File: src/hdl/modular_exponentiation_macros.svh
// assertion macros shared by the modular exponentiation rtl
`ifndef MODULAR_EXPONENTIATION_MACROS_SVH
`define MODULAR_EXPONENTIATION_MACROS_SVH

`ifndef SYNTHESIS
// same-cycle implication
`define ASSERT_IMPLIES(label, clock, rstn, ante, cons) \
	label: assert property (@(posedge clock) disable iff (!rstn) (ante) |-> (cons)) \
		else $error("assertion failed");
// next-cycle implication
`define ASSERT_NEXT(label, clock, rstn, ante, cons) \
	label: assert property (@(posedge clock) disable iff (!rstn) (ante) |=> (cons)) \
		else $error("assertion failed");
`else
`define ASSERT_IMPLIES(label, clock, rstn, ante, cons)
`define ASSERT_NEXT(label, clock, rstn, ante, cons)
`endif

`endif

File: src/hdl/mexp_pkg.sv
// shared types and constants for the modular exponentiation block
package mexp_pkg;

	localparam int WORD_BITS_DEF = 32;
	localparam logic [31:0] MODULUS_RESET = 32'd1000000007;

	// configuration port
	localparam int ADDR_W = 3;
	localparam logic REG_MODULUS = 1'b0;

	typedef enum logic {
		OP_POWER   = 1'b0,
		OP_INVERSE = 1'b1
	} op_t;

	typedef enum logic {
		AR_MUL = 1'b0,
		AR_RED = 1'b1
	} arith_op_t;

	typedef struct packed {
		logic      start;
		arith_op_t op;
	} arith_req_t;

	typedef enum logic [2:0] {
		ST_IDLE,
		ST_RED_GO,
		ST_RED_WAIT,
		ST_STEP,
		ST_MUL_GO,
		ST_MUL_WAIT,
		ST_SQR_GO,
		ST_SQR_WAIT
	} state_t;

	// done state shares nothing with the others, kept apart for clarity
	typedef enum logic {
		OUT_IDLE,
		OUT_SHOW
	} out_state_t;

endpackage

File: src/hdl/mexp_mulmod.sv
// bit-serial modular multiplier and reducer, one operand bit per cycle
`include "modular_exponentiation_macros.svh"

module mexp_mulmod #(
	parameter int WORD_BITS = mexp_pkg::WORD_BITS_DEF
) (
	input  logic                    clk,
	input  logic                    arst_n,
	input  mexp_pkg::arith_req_t    req,
	input  logic [WORD_BITS-1:0]    a,
	input  logic [WORD_BITS-1:0]    b,
	input  logic [WORD_BITS-1:0]    m,
	output logic                    done,
	output logic [WORD_BITS-1:0]    y
);
	import mexp_pkg::*;

	localparam int CNT_W = $clog2(WORD_BITS + 1);

	logic                 run_q;
	arith_op_t            op_q;
	logic [CNT_W-1:0]     cnt_q;
	logic [WORD_BITS-1:0] a_q;
	logic [WORD_BITS-1:0] b_q;
	logic [WORD_BITS-1:0] acc_q;

	logic [WORD_BITS:0]   mext;
	logic [WORD_BITS:0]   sum_acc;
	logic [WORD_BITS:0]   sum_dbl;
	logic [WORD_BITS:0]   shl;
	logic [WORD_BITS-1:0] acc_add;
	logic [WORD_BITS-1:0] a_dbl;
	logic [WORD_BITS-1:0] acc_red;
	logic                 finish;

	always_comb begin
		// a modulus of zero stands for 2^WORD_BITS
		mext    = {(m == '0), m};
		sum_acc = {1'b0, acc_q} + {1'b0, a_q};
		sum_dbl = {1'b0, a_q} + {1'b0, a_q};
		shl     = {acc_q, b_q[WORD_BITS-1]};
		acc_add = (sum_acc >= mext) ? WORD_BITS'(sum_acc - mext) : WORD_BITS'(sum_acc);
		a_dbl   = (sum_dbl >= mext) ? WORD_BITS'(sum_dbl - mext) : WORD_BITS'(sum_dbl);
		acc_red = (shl >= mext) ? WORD_BITS'(shl - mext) : WORD_BITS'(shl);
		finish  = 1'b1;
		unique case (op_q)
			AR_MUL: finish = (b_q == '0);
			AR_RED: finish = (cnt_q == '0);
		endcase
	end

	assign done = run_q && finish;
	assign y    = acc_q;

	always_ff @(posedge clk or negedge arst_n) begin
		if (!arst_n) begin
			run_q <= 1'b0;
			op_q  <= AR_MUL;
			cnt_q <= '0;
		end else if (req.start) begin
			run_q <= 1'b1;
			op_q  <= req.op;
			cnt_q <= CNT_W'(WORD_BITS);
		end else if (done) begin
			run_q <= 1'b0;
		end else if (run_q && op_q == AR_RED) begin
			cnt_q <= cnt_q - CNT_W'(1);
		end
	end

	always_ff @(posedge clk) begin
		if (req.start) begin
			a_q   <= a;
			b_q   <= b;
			acc_q <= '0;
		end else if (run_q && !finish) begin
			case (op_q)
				AR_MUL: begin
					// lsb first: add the multiplicand, then double it
					if (b_q[0])
						acc_q <= acc_add;
					a_q <= a_dbl;
					b_q <= b_q >> 1;
				end
				default: begin
					// msb first remainder: acc = 2*acc + bit mod m
					acc_q <= acc_red;
					b_q   <= b_q << 1;
				end
			endcase
		end
	end

	`ASSERT_IMPLIES(a_start_idle, clk, arst_n, req.start, !run_q)
	`ASSERT_IMPLIES(a_acc_reduced, clk, arst_n, run_q, ({1'b0, acc_q} < mext))
	`ASSERT_NEXT(a_done_stops, clk, arst_n, done && !req.start, !run_q)

endmodule

File: config.mk
export PLATFORM = sky130hd
export DESIGN_NAME = mexp_mulmod
export DESIGN_NICKNAME = d
export VERILOG_FILES = /design/src/hdl/mexp_pkg.sv /design/src/hdl/mexp_mulmod.sv
export VERILOG_INCLUDE_DIRS = /design/src /design/src/hdl
export SDC_FILE = /design/constraint.sdc
export NUM_CORES = 1
export LEC_CHECK = 0
export ABC_AREA = 1
export BUFFER_PORTS_ARGS = -buffer_cell sky130_fd_sc_hd__clkbuf_2
export CAP_MARGIN = 30
export CORE_UTILIZATION = 55
export CTS_CLUSTER_DIAMETER = 80
export DETAILED_ROUTE_END_ITERATION = 12
export PLACE_DENSITY = 0.74
export SETUP_SLACK_MARGIN = 0.02
export SYNTH_ARGS = -nofsm -noshare
export SYNTH_HDL_FRONTEND = slang
export SYNTH_SLANG_ARGS = --single-unit
File: constraint.sdc
create_clock -name clk -period 9 [get_ports clk]
set_input_delay 0.45 -clock clk [delete_from_list [all_inputs] [get_ports clk]]
set_output_delay 0.45 -clock clk [all_outputs]
set_load 0.005 [all_outputs]
# --- After elaboration in Yosys (flattened, before gate mapping) ---
# Index checks and enable logic that the tools add are counted.
totals:
  input_bits: 100
  ff_bits: 104
  romBits: 0
  out_inout_bits: 33
  memories: 0
  ramBits: 0
  latchBits: 0
op_classes:
  div_mod_pow: 0
  bitwise: 1
  n_shift: 0
  n_addsub: 6
  mul: 0
  eq_ne: 2
  muxes: 17
  n_reduce_logical: 14
  order_cmp: 3
op_table:
  columns: ["op", "count"]
  rows:
  - ["2-to-1 mux 32 bit", 11]
  - [">= comparator 33 bit", 3]
  - ["subtractor 32 bit", 3]
  - ["adder 32 x 32 -> 33 bit", 2]
  - ["zero test 32 bit", 2]
  - ["2-to-1 mux 6 bit", 3]
  - ["nonzero test 2 bit", 4]
  - ["zero test 6 bit", 1]
  - ["AND reduction 2 bit", 3]
  - ["subtractor 6 x 1 -> 6 bit (second input constant)", 1]
  - ["!= test 2 bit (second input constant)", 2]
  - ["logical AND 1 bit", 3]
  - ["2-to-1 mux 1 bit", 2]
  - ["one-hot mux 1 bit (2 select lines)", 1]
  - ["zero test 1 bit", 1]
  - ["inverter 1 bit", 1]

# --- Longest topological paths before layout ---
depth:
  ltp_word: 6
  mapped_depth: 30
  ltp_nobuf: 29

# --- Worst setup path before layout ---
# No wires, ideal clock.
synth_path:
  path_type: "reg2reg"
  from: "register cnt_q[0]"
  to: "register a_q[0] (enable)"
  t_required_ps: 8534
  path_slack_ps: 5282
  stages_incl_launch_ff: 8
  t_arrival_ps: 3252
  path_buffers: 0
  path_cell_list: "dfrtp_1 inv_1 ha_1 inv_1 nor2_1 nand4_1 nand3_1 o21ai_0"
synth_via:
  elab_chain_len: 6
synth_lines:
  columns: ["element", "line", "text"]
  rows:
  - ["from (decl)", "mexp_mulmod.sv:22", "logic [CNT_W-1:0] cnt_q;"]
  - ["from (signal assigned)", "mexp_mulmod.sv:63", "cnt_q <= CNT_W'(WORD_BITS);"]
  - ["from (signal assigned)", "mexp_mulmod.sv:67", "cnt_q <= cnt_q - CNT_W'(1);"]
  - ["zero test 6 bit", "mexp_mulmod.sv:48", "AR_RED: finish = (cnt_q == '0);"]
  - ["one-hot mux 1 bit (2 select lines)", "mexp_mulmod.sv:46", "unique case (op_q)"]
  - ["zero test 1 bit", "mexp_mulmod.sv:76", "end else if (run_q && !finish) begin"]
  - ["logical AND 1 bit", "mexp_mulmod.sv:76", null]
  - ["nonzero test 2 bit (no source line)", null, null]
  - ["AND reduction 2 bit (no source line)", null, null]
  - ["to (signal assigned)", "mexp_mulmod.sv:82", "a_q <= a_dbl;"]
  - ["to (decl)", "mexp_mulmod.sv:23", "logic [WORD_BITS-1:0] a_q;"]
# Every way passes these cells.
# A chain may end at the register's enable or synchronous reset.

# --- Final worst setup path ---
layout_path:
  from: "register a_q[0]"
  to: "register acc_q[8] (netlist: y[8])"
layout_via:
  elab_chain_len: 5
layout_lines:
  columns: ["element", "line", "text"]
  rows:
  - ["adder 32 x 32 -> 33 bit (*)", "mexp_mulmod.sv:39", "sum_acc = {1'b0, acc_q} + {1'b0, a_q};"]
  - ["subtractor 32 bit or >= comparator 33 bit (tied branches)", "mexp_mulmod.sv:42", "acc_add = (sum_acc >= mext) ? WORD_BITS'(sum_acc - mext) : WORD_BITS'(sum_acc);"]
  - ["2-to-1 mux 32 bit (*)", "mexp_mulmod.sv:42", null]
  - ["2-to-1 mux 32 bit (*)", "mexp_mulmod.sv:80", "if (b_q[0])"]
  - ["2-to-1 mux 32 bit (*)", "mexp_mulmod.sv:77", "case (op_q)"]
  - ["to (signal assigned)", "mexp_mulmod.sv:87", "acc_q <= acc_red;"]
  - ["to (decl)", "mexp_mulmod.sv:25", "logic [WORD_BITS-1:0] acc_q;"]
# Mark *: on every way between the ends. The rest lies on a longest branch, timed or not. The select of a mux whose other input is x is not followed.

==> out/metrics.cfg <==
[cells_and_area]
utilization_pct = 60.8
area_growth_pct = 7.82
n_antenna_cell = 0
nets = 3107
fin_area_um2 = 17000
layout-drive-gt1-share_pct = 7.93
layout.area.seq_um2 = 2760
fill_cells = 2826
multiInputGateArea_um2 = 10900
final_cells = 3254

[worst_setup_path]
timing.rr.start = a_q[0]
required_ns = 9.27
worstSetupPathType = reg -> reg
critPathMostFrequentCell = nand2_1
cp_top_family = simple AND/OR/NAND/NOR gates
r2r_cells = 23
arrival_ns = 4.93
slowest_delay_ns = 0.46
crit_slowest_cell = fa_1
cp_max_fo = 31
start_kind = flop
rr_endpoint = y[8]
regToRegSetupSlack_ns = 4.33
crit_path_end_kind = flop
cp_cell_sequence = ha_1 > fa_1 > nand3_1 > nand3_1 > nand2_1 > nand2_1 > nand2_1 > nand2_1 > xnor2_1 > inv_1 > ha_1 > nand2_1 > nor2_1 > nand2_1 > nor3_1 > nand2_1 > nand4_1 > nor2_2 > buf_4 > nor2_1 > nor2_1 > nor2_1 > nor2_1
path_buf_inv = 2

[synth]
synth_edf_count = 64
syn-cell-area_um2 = 15700
ys_ff_latch = 104
avgSynthCellArea_um2 = 5.68
synth.area.top_cells = nand2_1 (24%), edfxtp_1 (12%), inv_1 (11%), ha_1 (10%), nor2_1 (7.7%)
synth_top_area_share_pct = 24.1
synth_cell_types = 50
synthFlopType = edfxtp_1
syn_inst = 2771
yosys.area.top_type = nand2_1
syn-num-nets = 3007
netlist_top_cells_count = nand2_1 (1010), inv_1 (469), nor2_1 (321)
async_reset_ff_share_pct = 7.69
yosys_warnings = 0
yosysSeqAreaShare_pct = 17.5
yosysMostFrequentCell = nand2_1

[sta]
worst_pin_slew_ns = 0.966
grt_setup_unrepaired = false
setup_viol = 0
fin_tns_setup_ns = 0
fmax_mhz = 214
clock_skew_ns = 0.0107
slew_headroom_pct = 35.5
hold_violations = 0
setup_slack_ns = 4.33
fin_crit_sh_pct = 51.9
hold_ws_ns = 0.322
report.final.slew_viol_count = 0
min_period_ns = 4.67

[clock_network]
clockBufferDepth = 2
cts_buffers = 9
root_buffer = clkbuf_16
cts_resized = 0
htreeDepth = 3
clk_pin_slew_ns = 0.09
cts_setup_buffers = 0
clock_latency_ns = 0.38
cts_tree = done
cts_sinks = 104

[floorplanning]
num_rows = 61
die-area_um2 = 29300
die_y_um = 171
boundaryPins = 133
die_w_um = 171
start_util_pct = 56.4
core-area_um2 = 27900

[global_route]
grt_max_degree = 74
grt_pass1_vias = 16983
grt_antenna_before_repair = 0
gr-usage-all-layers_pct = 43.0
grt-ovfl-total = 0
grt_pass1_wl_um = 94400

[placed_design]
dp.final_hpwl_um = 50500
placed_area_um2 = 16600
routabilityCongestion = 1.09
port_buffers = 132
place_inst = 3237
pre_cts_ws_ns = 4.50

[drt]
viasPerCell = 5.69
routed_wl_um = 62600
drt_iter0_drc = 2267
first_pass_iters = 6
postRouteAntennaNets = 0
drc = 0
vias = 18514
avgRoutedWirePerCell_um = 19.2

[min_path]
hold_path_class = in -> reg
hold_path_end = op_q
whs_path_depth = 3
min_from = req[0]

[power_and_ir_drop]
power_mw = 7.58
vdd_drop_max_v = 0.000212
p_per_area_nw_per_um2 = 447
p_leak_nw = 9.73

[flow_run]
drv_cap = 0

[status]
status = complete, no violations

## worst register-to-register path: cells and delay by family (launching register included)
kind,cells,cell delay (ns)
xor+xnor,1,0.27
fa+ha+maj,3,1.13
buf+inv,2,0.33
flops,1,0.45
simple gates,17,2.40
## routing by layer
layer / up-vias / global-route usage [%] / share of wire [%]
met3: 246 / 9.32 / 11
met2: 1120 / 67.2 / 43
met1: 8238 / 52.6 / 39
li1: 8910 / - / -
met4: 0 / 30.2 / 7.8
met5: - / 0 / 0
## worst max path at each step
stage | cells after the start | slack (ns) | endpoint | start
6_report | 23 | 4.33 | y[8] | a_q[0]
5_1_grt | 24 | 4.11 | y[10] | a_q[0]
4_1_cts | 23 | 4.46 | y[8] | a_q[0]
3_5_place_dp | 23 | 4.50 | y[8] | a_q[0]
3_3_place_gp | 23 | 4.53 | y[8] | a_q[0]
2_1_floorplan | 7 | 5.28 | a_q[0] | cnt_q[0]
## flip-flops by register name (all words and copies together) (netlist names)
name / cells
op_q: 1
run_q: 1
y: 32
a_q: 32
cnt_q: 6
b_q: 32
## layout by cell type, fill, tap and decap left out, drive strengths merged
| cell type | instances |
|---|---|
| xnor2 | 33 |
| o21ai | 86 |
| nand4 | 36 |
| a22oi | 1 |
| o21a | 6 |
| ha | 132 |
| a21oi | 110 |
| xor2 | 28 |
| a31oi | 1 |
| a21boi | 3 |
| fa | 4 |
| dfrtp | 8 |
| nor3 | 25 |
| or2 | 3 |
| clkinv | 4 |
| nand3b | 45 |
| and2 | 8 |
| buf | 8 |
| inv | 480 |
| nand2 | 1040 |
| dfxtp | 32 |
| o32ai | 1 |
| edfxtp | 64 |
| dlygate4sd3 | 1 |
| clkbuf | 141 |
| o21bai | 10 |
| nor2 | 336 |
| nor3b | 1 |
| nand3 | 190 |
| nor4 | 3 |
| a21o | 6 |
| o221ai | 30 |
## kinds of logic after synthesis
group                    Yosys count  synth area share [%]
AND/OR/NAND/NOR                 1687                  45.4
AO/OA/AOI/OAI                    254                  9.40
adder cells (fa/ha/maj)          136                  11.0
buffers and inverters            529                  13.3
XOR/XNOR                          61                  3.39
flip-flops                       104                  17.5
## what timing repair did
| action | 4_1_cts | 5_1_grt |
|---|---|---|
| hold endpoints to repair | 8 | 0 |
| endpoints found under the setup margin | 0 | 0 |
| hold buffers | 1 | 0 |
## layout make-up
type / instances / area share [%]
multi-input combinational: 2138 / 64.2
sequential: 104 / 16.3
inverter: 477 / 10.6
timing repair buffer: 141 / 4.30
tap: 378 / 2.79
clock buffer: 9 / 1.33
clock inverter: 7 / 0.538
## power by group
group / internal [mW] / total, mW / switching (mW)
Clock: 0.203 / 0.437 / 0.235
Sequential: 0.673 / 0.909 / 0.236
Combinational: 1.96 / 6.24 / 4.28
(Power assumes the default switching activity.)
